`src/sv/png_scanline_unfilter_top_defines.svh`:
```
// Assertion macros shared by the PNG scanline unfilter RTL.
`ifndef PNG_SCANLINE_UNFILTER_TOP_DEFINES_SVH
`define PNG_SCANLINE_UNFILTER_TOP_DEFINES_SVH

// Same-cycle implication, clocked on clk, off while arst_n is low.
`define PSU_ASSERT_IMP(lbl, ante, cons, msg) \
	lbl: assert property (@(posedge clk) disable iff (!arst_n) (ante) |-> (cons)) \
		else $error(msg);

// Next-cycle implication, clocked on clk, off while arst_n is low.
`define PSU_ASSERT_NXT(lbl, ante, cons, msg) \
	lbl: assert property (@(posedge clk) disable iff (!arst_n) (ante) |=> (cons)) \
		else $error(msg);

`endif

```
`src/sv/psu_pkg.sv`:
```
// Package with types, constants and the Paeth predictor of the scanline unfilter.
`default_nettype none
package psu_pkg;

	localparam int MAX_ROW_BYTES_DEF = 4096;
	localparam int LINE_BYTES_W      = 13;
	localparam int BPP_W             = 3;
	localparam int CFG_DATA_W        = 13;
	localparam int BYTE_W            = 8;

	localparam logic [LINE_BYTES_W-1:0] LINE_BYTES_RST = LINE_BYTES_W'(4);
	localparam logic [BPP_W-1:0]        BPP_RST        = BPP_W'(4);

	typedef enum logic [0:0] {
		REG_LINE_BYTES = 1'b0,
		REG_BPP        = 1'b1
	} cfg_index_t;

	typedef enum logic [2:0] {
		FLT_NONE  = 3'd0,
		FLT_SUB   = 3'd1,
		FLT_UP    = 3'd2,
		FLT_AVG   = 3'd3,
		FLT_PAETH = 3'd4
	} filter_t;

	localparam logic [BYTE_W-1:0] FLT_MAX_CODE = BYTE_W'(FLT_PAETH);

	typedef struct packed {
		logic [BYTE_W-1:0] pixel_byte;
		logic              bad_filter;
		logic              row_end;
	} result_t;

	function automatic logic [BYTE_W-1:0] paeth(input logic [BYTE_W-1:0] a,
			input logic [BYTE_W-1:0] b, input logic [BYTE_W-1:0] c);
		logic signed [10:0] sa;
		logic signed [10:0] sb;
		logic signed [10:0] sc;
		logic signed [10:0] da;
		logic signed [10:0] db;
		logic signed [10:0] dc;
		logic signed [10:0] pa;
		logic signed [10:0] pb;
		logic signed [10:0] pc;
		sa = signed'({3'b000, a});
		sb = signed'({3'b000, b});
		sc = signed'({3'b000, c});
		da = sb - sc;
		db = sa - sc;
		dc = sa + sb - sc - sc;
		pa = (da < 0) ? -da : da;
		pb = (db < 0) ? -db : db;
		pc = (dc < 0) ? -dc : dc;
		if (pa <= pb && pa <= pc) begin
			return a;
		end else if (pb <= pc) begin
			return b;
		end else begin
			return c;
		end
	endfunction

endpackage
`default_nettype wire

```
`src/sv/psu_out_buf.sv`:
```
// Two-entry output register with skid stage for result beats.
`default_nettype none
`include "png_scanline_unfilter_top_defines.svh"
module psu_out_buf (
	input  wire logic             clk,
	input  wire logic             arst_n,
	input  wire logic             in_valid,
	input  wire psu_pkg::result_t in_res,
	output logic                  in_ready,
	output logic                  out_valid,
	output psu_pkg::result_t      out_res,
	input  wire logic             out_ready
);
	import psu_pkg::*;

	logic    out_valid_q;
	logic    skid_valid_q;
	result_t out_q;
	result_t skid_q;

	always_ff @(posedge clk or negedge arst_n) begin
		if (!arst_n) begin
			out_valid_q  <= 1'b0;
			skid_valid_q <= 1'b0;
		end else if (!out_valid_q || out_ready) begin
			if (skid_valid_q) begin
				out_valid_q  <= 1'b1;
				skid_valid_q <= 1'b0;
			end else begin
				out_valid_q <= in_valid;
			end
		end else if (in_valid) begin
			skid_valid_q <= 1'b1;
		end
	end

	always_ff @(posedge clk) begin
		if (!out_valid_q || out_ready) begin
			out_q <= skid_valid_q ? skid_q : in_res;
		end else if (in_valid && !skid_valid_q) begin
			skid_q <= in_res;
		end
	end

	assign in_ready  = !skid_valid_q;
	assign out_valid = out_valid_q;
	assign out_res   = out_q;

	`PSU_ASSERT_IMP(a_skid_behind_out, skid_valid_q, out_valid_q, "skid held while output empty")
	`PSU_ASSERT_NXT(a_stall_to_skid, in_valid && out_valid_q && !out_ready, skid_valid_q, "stalled beat not held")
	`PSU_ASSERT_NXT(a_skid_drain, skid_valid_q && out_ready, out_valid_q && !skid_valid_q, "skid beat not moved out")

endmodule
`default_nettype wire

```
`config.mk`:
```
export PLATFORM = sky130hd
export DESIGN_NAME = psu_out_buf
export DESIGN_NICKNAME = d
export VERILOG_FILES = /design/src/sv/psu_pkg.sv /design/src/sv/psu_out_buf.sv
export VERILOG_INCLUDE_DIRS = /design/src /design/src/sv
export SDC_FILE = /design/constraint.sdc
export NUM_CORES = 1
export LEC_CHECK = 0
export BUFFER_PORTS_ARGS = -buffer_cell sky130_fd_sc_hd__buf_4
export CAP_MARGIN = 20
export CORE_UTILIZATION = 51
export DETAILED_ROUTE_END_ITERATION = 8
export HOLD_SLACK_MARGIN = 0.12
export PLACE_DENSITY = 0.8
export SLEW_MARGIN = 20
export SYNTH_ARGS = -nofsm -noshare
export SYNTH_HDL_FRONTEND = slang
export SYNTH_SLANG_ARGS = --single-unit
```
`constraint.sdc`:
```
create_clock -name clk -period 5.9 [get_ports clk]
set_clock_uncertainty 0.15 [all_clocks]
set_input_delay 0 -clock clk [delete_from_list [all_inputs] [get_ports clk]]
set_output_delay 0 -clock clk [all_outputs]
set_load 0.005 [all_outputs]
```
Yosys cells after proc, flatten, opt, wreduce, memory -nomap -nowiden:

Cells that the tools add are included.

* register bits after elaboration: 22
* input bits: 14
* output and inout bits: 12
* logic and storage cells: 19

* muxes and demuxes: 4
* bitwise logic cells: 1
* reduce and logical (&&, ||, !) cells: 6

Operators with widths (count)
* $mux W10: 1
* $mux W1: 3
* $logic_not A1 Y1: 2
* $reduce_and A2 Y1: 1
* $reduce_bool A2 Y1: 1
* $logic_and A1 B1 Y1: 1
* $logic_or A1 B1 Y1: 1
* $not A1 Y1: 1

Depth between registers and ports, before layout:

Gate-level depths: netlist (run 1).

* word-level depth: 4
* gate-level depth with buffers: 3
* depth with buffers taken out: 2

Worst setup path before layout (run 1):

OpenSTA, ideal clock, no wires.

* path kind: register -> register
* start: register out_valid_q, in the netlist out_valid
* end: register skid_q[0] (netlist name), enable pin
* setup time: 392 ps
* arrival: 1503 ps
* data required time: 5358 ps
* path slack: 3855 ps
* cell stages (with the launch flop): 3
* path buffers: 0
* clock period less this slack: 2045 ps
* cells stage by stage: dfrtp_1 nand2b_1 nor3b_1

* cells in the longest elaborated chain, start to end: 4

RTL lines
* start, declared: line psu_out_buf.sv:16 `logic out_valid_q;`
* start signal, assigned: line psu_out_buf.sv:30 `out_valid_q <= in_valid;`
* $logic_not A1 Y1: line psu_out_buf.sv:38 `if (!out_valid_q || out_ready) begin`
* $logic_or A1 B1 Y1: line psu_out_buf.sv:38
* $not A1 Y1 (no source line)
* $reduce_and A2 Y1 (no source line)
* end signal, assigned: line psu_out_buf.sv:41 `skid_q <= in_res;`
* end, declared: line psu_out_buf.sv:19 `result_t skid_q;`

No other way between the ends.
A chain may end at the register's enable or synchronous reset.

Worst setup path in the final report (run 1):

* start: register out_valid_q, in the netlist out_valid
* end: register skid_q[2] (netlist name), enable pin

The elaborated chain is that of the path after synthesis.

==> results.sh, run 1 <==
export IMPL_outcome="completed"
export IMPL_synthArstFlopShare=0.09091
export IMPL_hp_start="out_ready"
export IMPL_arrival_ps=1770
export IMPL_multi_input_area_sq_um=168.9
export IMPL_finalPower_mw=0.3123
export IMPL_vias_per_cell=4.906
export IMPL_cts_path_max_buffers=2
export IMPL_drcViolationCount=0
export IMPL_hp_class="primary input to flip-flop"
export IMPL_cp_cell_sequence="nand2b_1 > nor3b_2"
export IMPL_crit_cells=2
export IMPL_worstHoldPathCells=3
export IMPL_worst_pin_slew_ps=745.3
export IMPL_num_rows=14
export IMPL_p_per_area_mw_per_mm2=260.8
export IMPL_cts_sinks=22
export IMPL_cts_buffers=3
export IMPL_final_cell_area_sq_mm=0.001197
export IMPL_routed_wl_microns=1375
export IMPL_antenna_found_initial=0
export IMPL_drtIter0Drc=6
export IMPL_reg2reg_depth=2
export IMPL_synth_main_ff_cell="edfxtp_1"
export IMPL_via_count=471
export IMPL_cts_resized=0
export IMPL_utilization=0.7949
export IMPL_synth_area_leader_cell="edfxtp_1"
export IMPL_synth_cell_types=10
export IMPL_insertion_delay_ps=310
export IMPL_ys_ff_latch=22
export IMPL_die_h_microns=42.33
export IMPL_die_area_sq_mm=0.001792
export IMPL_leakagePower_nw=0.4882
export IMPL_place_congestion=0.6307
export IMPL_ff2ff_setup_slack_ps=3930
export IMPL_grt_pass1_vias=481
export IMPL_cp_slowest_cell="nor3b_2"
export IMPL_nFillCells=82
export IMPL_path_buf_inv=0
export IMPL_netlist_top_cells_area="edfxtp_1 (72%), mux2_4 (13%), dfrtp_1 (6.0%), mux2_2 (4.1%), buf_6 (1.4%)"
export IMPL_maxCapViolCount=0
export IMPL_cp_slowest_stage_delay_ps=750
export IMPL_ff_latch_area_sq_um=650.6
export IMPL_rr_endpoint="skid_q[2]"
export IMPL_fin_nets=95
export IMPL_track_usage=0.1754
export IMPL_hold_violations=0
export IMPL_path_class="flip-flop to flip-flop"
export IMPL_grt_overflow_total=0
export IMPL_area_growth_pct=44.34
export IMPL_start_util=0.5507
export IMPL_drive_gt1_frac=0.5000
export IMPL_synth_common_cells="edfxtp_1 (20), mux2_4 (7), mux2_2 (3), dfrtp_1 (2), nor2_1 (2)"
export IMPL_critical_path_top_delay_family="simple AND/OR/NAND/NOR gates"
export IMPL_dr_pass1_iters=3
export IMPL_startpoint="out_valid"
export IMPL_end_kind="flip-flop"
export IMPL_grt_max_degree=14
export IMPL_core_area_sq_mm=0.001506
export IMPL_max_freq_mhz=507.9
export IMPL_htreeDepth=1
export IMPL_place_area_sq_mm=0.001031
export IMPL_synth_top_cell_area_share=0.7240
export IMPL_synth_nets=53
export IMPL_antenna_cells=0
export IMPL_cts_tree="yes"
export IMPL_cp_start_kind="flip-flop"
export IMPL_finalCritPeriodShare=0.3337
export IMPL_dieWidth_microns=42.33
export IMPL_cts_clk_slew_worst_paths_ps=120
export IMPL_synth_edf_count=20
export IMPL_synth_most_common_cell="edfxtp_1"
export IMPL_yosysSeqAreaShare=0.7843
export IMPL_cts_root_buf="clkbuf_4"
export IMPL_synth_area_sq_um=829.5
export IMPL_crit_fanout=13
export IMPL_critPathRequiredTime_ps=5700
export IMPL_synth_warning_count=0
export IMPL_slew_viol_final=0
export IMPL_numPortBuffers=25
export IMPL_period_needed_ps=1969
export IMPL_peakVddDrop_uv=187.9
export IMPL_grt_pass1_wl_microns=2187
export IMPL_synth_cells=39
export IMPL_whs_ps=227.5
export IMPL_setup_tns_ps=0
export IMPL_relSlewSlack=0.5009
export IMPL_r2r_start="out_valid"
export IMPL_wl_per_cell_microns=14.32
export IMPL_syn_area_per_cell_sq_um=21.27
export IMPL_setup_viol=0
export IMPL_rsz0062_at_grt="false"
export IMPL_hold_end="out_valid"
export IMPL_drtAntennaViolNets=0
export IMPL_io_pins=26
-- state kept, by name (all words and copies together), names as in the netlist --
name	cells
out_valid	1
skid_q	10
out_res	10
skid_valid_q	1
-- metrics by stage --
stage	cells	worst slack, ps
finish	96	3931
global route	96	3793
CTS	96	3926
detailed placement	79	3946
global placement	79	3599
floorplan	39	3855
-- cell type report --
type	instances	share of cell area
tap	16	0.01672
multi-input combinational	15	0.1411
timing repair buffer	38	0.2654
sequential	22	0.5434
clock buffer	4	0.03030
inverter	1	0.003135
-- tightest hold or removal path, stage by stage --
cell and delay (ps):
buf_4 80, nand2b_1 480, nand2_1 100
-- report_power, final --
part | switching [mW] | total, mW | leakage [nW] | internal (mW)
Clock | 0.0436 | 0.0813 | 0.0210 | 0.0377
Combinational | 0.0133 | 0.0422 | 0.252 | 0.0289
Sequential | 0.00586 | 0.189 | 0.215 | 0.183
-- repair_timing --
item | CTS | global route
hold endpoints to repair | 34 | 0
setup buffers | 0 | 0
hold buffers | 13 | 0
-- placed cells by master (no fill, tap or decap) --
| cell type | synthesis | layout |
|---|---|---|
| dlygate4sd3_1 | 0 | 13 |
| buf_4 | 0 | 25 |
| nor3b_2 | 0 | 1 |
| clkbuf_8 | 0 | 1 |
| edfxtp_1 | 20 | 20 |
| nand2_1 | 1 | 1 |
| nor2_1 | 2 | 2 |
| inv_1 | 1 | 1 |
| mux2_2 | 3 | 3 |
| clkbuf_4 | 0 | 3 |
| dfrtp_1 | 2 | 2 |
| nand2b_1 | 1 | 1 |
| mux2_4 | 7 | 7 |
-- logic make-up after synthesis --
logic type	after synthesis	share of synthesized area
buffers and inverters	2	0.01809
DFF	22	0.7843
muxes	10	0.1674
and+or+nand+nor	5	0.03017
-- worst max-delay path by stage --
stage	endpoint	slack [ps]
after global placement	skid_q[2]	3600
after floorplan	skid_q[0]	3850
after global routing	skid_q[2]	3790
after CTS	skid_q[4]	3930
after detailed placement	skid_q[2]	3950
final	skid_q[2]	3930
-- metal layers --
metal  up-vias  part of all wire  global-route usage
li1        229                 -                   -
met1       221              0.41              0.1905
met2        17              0.54              0.3138
met3         4             0.035             0.03879
met4         0             0.018             0.09375
met5         -                 0                   0
(Power assumes the default switching activity.)
==> inputs of run 2 (changes only) <==
- ABC_AREA: unset -> 1
- CORE_UTILIZATION: 51 -> 43
- PLACE_DENSITY: 0.8 -> 0.72
- clock period: 5.9 -> 1.7 ns (I/O delays scaled with it)
==> results.sh, run 2 <==
export IMPL_outcome="completed"
export IMPL_grt_max_degree=13
export IMPL_arrival_ps=1650
export IMPL_max_freq_mhz=624.8
export IMPL_nFillCells=133
export IMPL_synth_warning_count=0
export IMPL_die_area_sq_mm=0.002066
export IMPL_area_growth_pct=50.08
export IMPL_grt_pass1_vias=503
export IMPL_num_rows=15
export IMPL_period_needed_ps=1601
export IMPL_p_per_area_mw_per_mm2=868.4
export IMPL_ys_ff_latch=22
export IMPL_via_count=603
export IMPL_cts_clk_slew_worst_paths_ps=120
export IMPL_synth_top_cell_area_share=0.7396
export IMPL_hp_start="in_res[9]"
export IMPL_utilization=0.6982
export IMPL_drcViolationCount=0
export IMPL_rsz0062_at_grt="false"
export IMPL_ff2ff_setup_slack_ps=100
export IMPL_drive_gt1_frac=0.3056
export IMPL_routed_wl_microns=1593
export IMPL_synth_most_common_cell="nand2_1"
export IMPL_relSlewSlack=0.7893
export IMPL_end_kind="flip-flop"
export IMPL_hp_class="primary input to flip-flop"
export IMPL_cts_buffers=3
export IMPL_hold_end="skid_q[9]"
export IMPL_cts_root_buf="clkbuf_4"
export IMPL_synth_area_leader_cell="edfxtp_1"
export IMPL_place_ws_ps=314.7
export IMPL_maxCapViolCount=0
export IMPL_setup_viol=0
export IMPL_final_cell_area_sq_mm=0.001219
export IMPL_cts_tree="yes"
export IMPL_crit_fanout=11
export IMPL_peakVddDrop_uv=586.7
export IMPL_r2r_start="skid_valid_q"
export IMPL_dr_pass1_iters=4
export IMPL_cts_setup_buffers=0
export IMPL_critPathRequiredTime_ps=1750
export IMPL_synth_nets=76
export IMPL_core_area_sq_mm=0.001745
export IMPL_reg2reg_depth=4
export IMPL_netlist_top_cells_area="edfxtp_1 (74%), nand2_1 (15%), dfrtp_1 (6.2%), buf_6 (1.4%), nor2_1 (1.4%)"
export IMPL_antenna_found_initial=0
export IMPL_htreeDepth=1
export IMPL_drtAntennaViolNets=0
export IMPL_path_class="flip-flop to flip-flop"
export IMPL_vias_per_cell=4.534
export IMPL_io_pins=26
export IMPL_start_util=0.4652
export IMPL_synth_cell_types=8
export IMPL_yosysSeqAreaShare=0.8012
export IMPL_dieWidth_microns=45.46
export IMPL_leakagePower_nw=0.5407
export IMPL_synthArstFlopShare=0.09091
export IMPL_finalCritPeriodShare=0.9415
export IMPL_numPortBuffers=25
export IMPL_rr_endpoint="out_valid"
export IMPL_worstHoldPathCells=2
export IMPL_wl_per_cell_microns=11.98
export IMPL_synth_area_sq_um=812.0
export IMPL_slew_viol_final=0
export IMPL_cts_resized=0
export IMPL_layout_common_cells="nand2_1 (33), buf_4 (29), edfxtp_1 (20), dlygate4sd3_1 (15)"
export IMPL_synth_main_ff_cell="edfxtp_1"
export IMPL_place_congestion=0.6952
export IMPL_synth_edf_count=20
export IMPL_hold_violations=0
export IMPL_cts_sinks=22
export IMPL_syn_area_per_cell_sq_um=13.10
export IMPL_synth_cells=62
export IMPL_track_usage=0.1793
export IMPL_timing_final_ws_setup_ps=99.49
export IMPL_cp_start_kind="flip-flop"
export IMPL_setup_tns_ps=0
export IMPL_final_common_cell="nand2_1"
export IMPL_place_hpwl_microns=913.1
export IMPL_cts_path_max_buffers=2
export IMPL_die_h_microns=45.46
export IMPL_place_area_sq_mm=0.001042
export IMPL_grt_overflow_total=0
export IMPL_antenna_cells=0
export IMPL_drtIter0Drc=12
export IMPL_synth_common_cells="nand2_1 (33), edfxtp_1 (20), nor2_1 (3), dfrtp_1 (2)"
export IMPL_worst_pin_slew_ps=314.9
export IMPL_fin_nets=123
export IMPL_insertion_delay_ps=310
export IMPL_grt_pass1_wl_microns=2311
[run 2: cell families (layout without fill, tap and decap cells)]
| logic type | Yosys count | in the layout | share of synthesized area |
|---|---|---|---|
| simple gates | 36 | 36 | 0.1664 |
| flops | 22 | 22 | 0.8012 |
| buf+inv | 4 | 50 | 0.03235 |
[run 2: timing repair]
item / in CTS / in global routing
setup endpoints to repair: 0 / 0
hold buffers: 15 / 0
endpoints found under the hold margin: 37 / 0
[run 2: cell type report]
class / count / area [sq um] / share of cell area
sequential: 22 / 650.6 / 0.5339
multi-input combinational: 36 / 135.1 / 0.1109
tap: 25 / 31.28 / 0.02567
timing repair buffer: 44 / 367.9 / 0.3018
clock buffer: 4 / 26.28 / 0.02156
inverter: 2 / 7.507 / 0.006160
[run 2: worst max-delay path, cell delays in order (launching register included)]
cell and delay [ps]:
dfrtp_1 400, buf_4 180, nor2_1 140, nand2_1 60
dlygate4sd3_1 560
[run 2: worst max-delay path by stage]
stage	from	endpoint	slack, ps
final	skid_valid_q	out_valid	100
after global routing	skid_valid_q	out_valid	20
after CTS	skid_valid_q	out_valid	110
after detailed placement	skid_valid_q	skid_q[9]	310
after global placement	skid_valid_q	skid_q[5]	350
after floorplan	out_valid	skid_q[0]	40
[run 2: power breakdown]
part | switching [mW] | internal, mW
logic | 0.0699 | 0.0950
clock network | 0.153 | 0.0917
registers | 0.0111 | 0.638
[run 2: through the flow]
stage                     power (mW)  instances  hold slack [ps]
after floorplan               0.7123         62           -445.6
after global placement        0.7918        114           -367.6
after detailed placement      0.7966        114           -366.3
after CTS                      1.065        133            248.9
after global routing           1.095        133            256.0
final                          1.058        133            261.1
[run 2: per-layer routing]
layer	global-route usage	share of wire
met4	0.1636	0.036
met1	0.2195	0.41
met3	0.03571	0.029
met5	0	0
met2	0.2657	0.53
==> inputs of run 3 (changes only) <==
- ABC_AREA: 1 -> unset
- CELL_PAD_IN_SITES_DETAIL_PLACEMENT: unset -> 1
- CELL_PAD_IN_SITES_GLOBAL_PLACEMENT: unset -> 1
- CORE_UTILIZATION: 43 -> 36
==> results.sh, run 3 (synthesized netlist as in run 1, its figures left out) <==
export IMPL_outcome="completed"
export IMPL_finalPower_mw=1.218
export IMPL_leakagePower_nw=0.5215
export IMPL_cts_sinks=22
export IMPL_grt_pass1_wl_microns=2463
export IMPL_reg2reg_depth=3
export IMPL_hold_violations=0
export IMPL_critical_path_top_delay_family="buffers and inverters"
export IMPL_finalCritPeriodShare=0.8168
export IMPL_crit_fanout=10
export IMPL_via_count=519
export IMPL_antenna_found_initial=0
export IMPL_area_growth_pct=53.69
export IMPL_setup_tns_ps=0
export IMPL_rr_endpoint="skid_q[1]"
export IMPL_final_common_cell="buf_4"
export IMPL_slew_viol_final=0
export IMPL_die_area_sq_mm=0.002501
export IMPL_setup_viol=0
export IMPL_io_pins=26
export IMPL_insertion_delay_ps=310
export IMPL_cp_start_kind="primary input"
export IMPL_r2r_start="skid_valid_q"
export IMPL_numPortBuffers=25
export IMPL_worst_pin_slew_ps=160.6
export IMPL_cts_buffers=3
export IMPL_grt_max_degree=14
export IMPL_grt_overflow_total=0
export IMPL_htreeDepth=1
export IMPL_cts_clk_slew_worst_paths_ps=120
export IMPL_cts_setup_buffers=0
export IMPL_whs_ps=260.9
export IMPL_utilization=0.5820
export IMPL_period_needed_ps=1389
export IMPL_fin_nets=100
export IMPL_routed_wl_microns=1585
export IMPL_p_per_area_mw_per_mm2=955.0
export IMPL_antenna_cells=0
export IMPL_critPathRequiredTime_ps=1580
export IMPL_num_rows=17
export IMPL_start_util=0.3786
export IMPL_arrival_ps=1270
export IMPL_maxCapViolCount=0
export IMPL_cts_root_buf="clkbuf_4"
export IMPL_track_usage=0.1367
export IMPL_cts_resized=0
export IMPL_path_buf_inv=3
export IMPL_end_kind="flip-flop"
export IMPL_path_common_cell="buf_4"
export IMPL_relSlewSlack=0.8929
export IMPL_ff2ff_setup_slack_ps=320
export IMPL_max_freq_mhz=720.2
export IMPL_peakVddDrop_uv=560.4
export IMPL_crit_cells=5
export IMPL_dr_pass1_iters=4
export IMPL_dieWidth_microns=50.01
export IMPL_instances_no_fill=113
export IMPL_drtAntennaViolNets=0
export IMPL_path_class="primary input to flip-flop"
export IMPL_cp_slowest_cell="dlygate4sd3_1"
export IMPL_drive_gt1_frac=0.5176
export IMPL_hp_start="in_res[3]"
export IMPL_cts_tree="yes"
export IMPL_grt_pass1_vias=527
export IMPL_hold_buffers=14
export IMPL_drtIter0Drc=5
export IMPL_vias_per_cell=4.593
export IMPL_rsz0062_at_grt="false"
export IMPL_drcViolationCount=0
export IMPL_layout_common_cells="buf_4 (29), edfxtp_1 (20), dlygate4sd3_1 (14), mux2_4 (7)"
export IMPL_cp_cell_sequence="dlygate4sd3_1 > buf_4 > nand2b_1 > nor3b_4 > buf_4"
export IMPL_place_congestion=0.6556
export IMPL_cts_path_max_buffers=2
export IMPL_hp_class="primary input to flip-flop"
export IMPL_die_h_microns=50.01
export IMPL_wl_per_cell_microns=14.03
export IMPL_cp_slowest_stage_delay_ps=540
export IMPL_core_area_sq_mm=0.002191
export IMPL_worstHoldPathCells=2
export IMPL_placed_cells=95
export IMPL_hold_end="skid_q[3]"
run 3: final cells by class:
type	instances	area (sq um)
Clock buffer	3	22.52
Clock inverter	1	30.03
Fill cell	215	915.9
Inverter	1	3.754
Multi-Input combinational cell	15	175.2
Sequential cell	22	650.6
Tap cell	28	35.03
Timing Repair Buffer	43	357.8
run 3: worst register-to-register path, delay by kind of cell, from the launching register on:
family | cells | cell delay, ps
simple gates | 1 | 160
buf+inv | 2 | 390
flops | 1 | 400
run 3: power breakdown:
| part | switching, mW | leakage [nW] | total [mW] | internal [mW] |
|---|---|---|---|---|
| logic | 0.0604 | 0.278 | 0.172 | 0.111 |
| clock network | 0.161 | 0.0279 | 0.399 | 0.238 |
| registers | 0.0117 | 0.215 | 0.647 | 0.635 |
run 3: per-stage QoR:
step                      setup WS [ps]  instance area (sq um)
after floorplan                   103.0                  840.8
final                             311.5                   1275
after global placement            355.9                   1082
after global routing              272.4                   1275
after CTS                         300.7                   1275
after detailed placement          316.8                   1082
run 3: worst max-delay path by stage:
stage	endpoint	slack (ps)	startpoint
2_1_floorplan	skid_q[0]	100	out_valid
3_3_place_gp	skid_q[6]	360	skid_valid_q
3_5_place_dp	skid_q[6]	320	skid_valid_q
4_1_cts	skid_q[6]	300	skid_valid_q
5_1_grt	skid_q[1]	270	out_ready
6_report	skid_q[1]	310	out_ready
run 3: per-layer routing:
layer | routed length, microns | vias up | GRT usage | part of all wire
met3 | 64 | 2 | 0.01852 | 0.040
li1 | - | 241 | - | -
met1 | 629 | 256 | 0.1571 | 0.40
met5 | 0 | - | 0 | 0
met4 | 17 | 0 | 0.05714 | 0.011
met2 | 874 | 20 | 0.2489 | 0.55
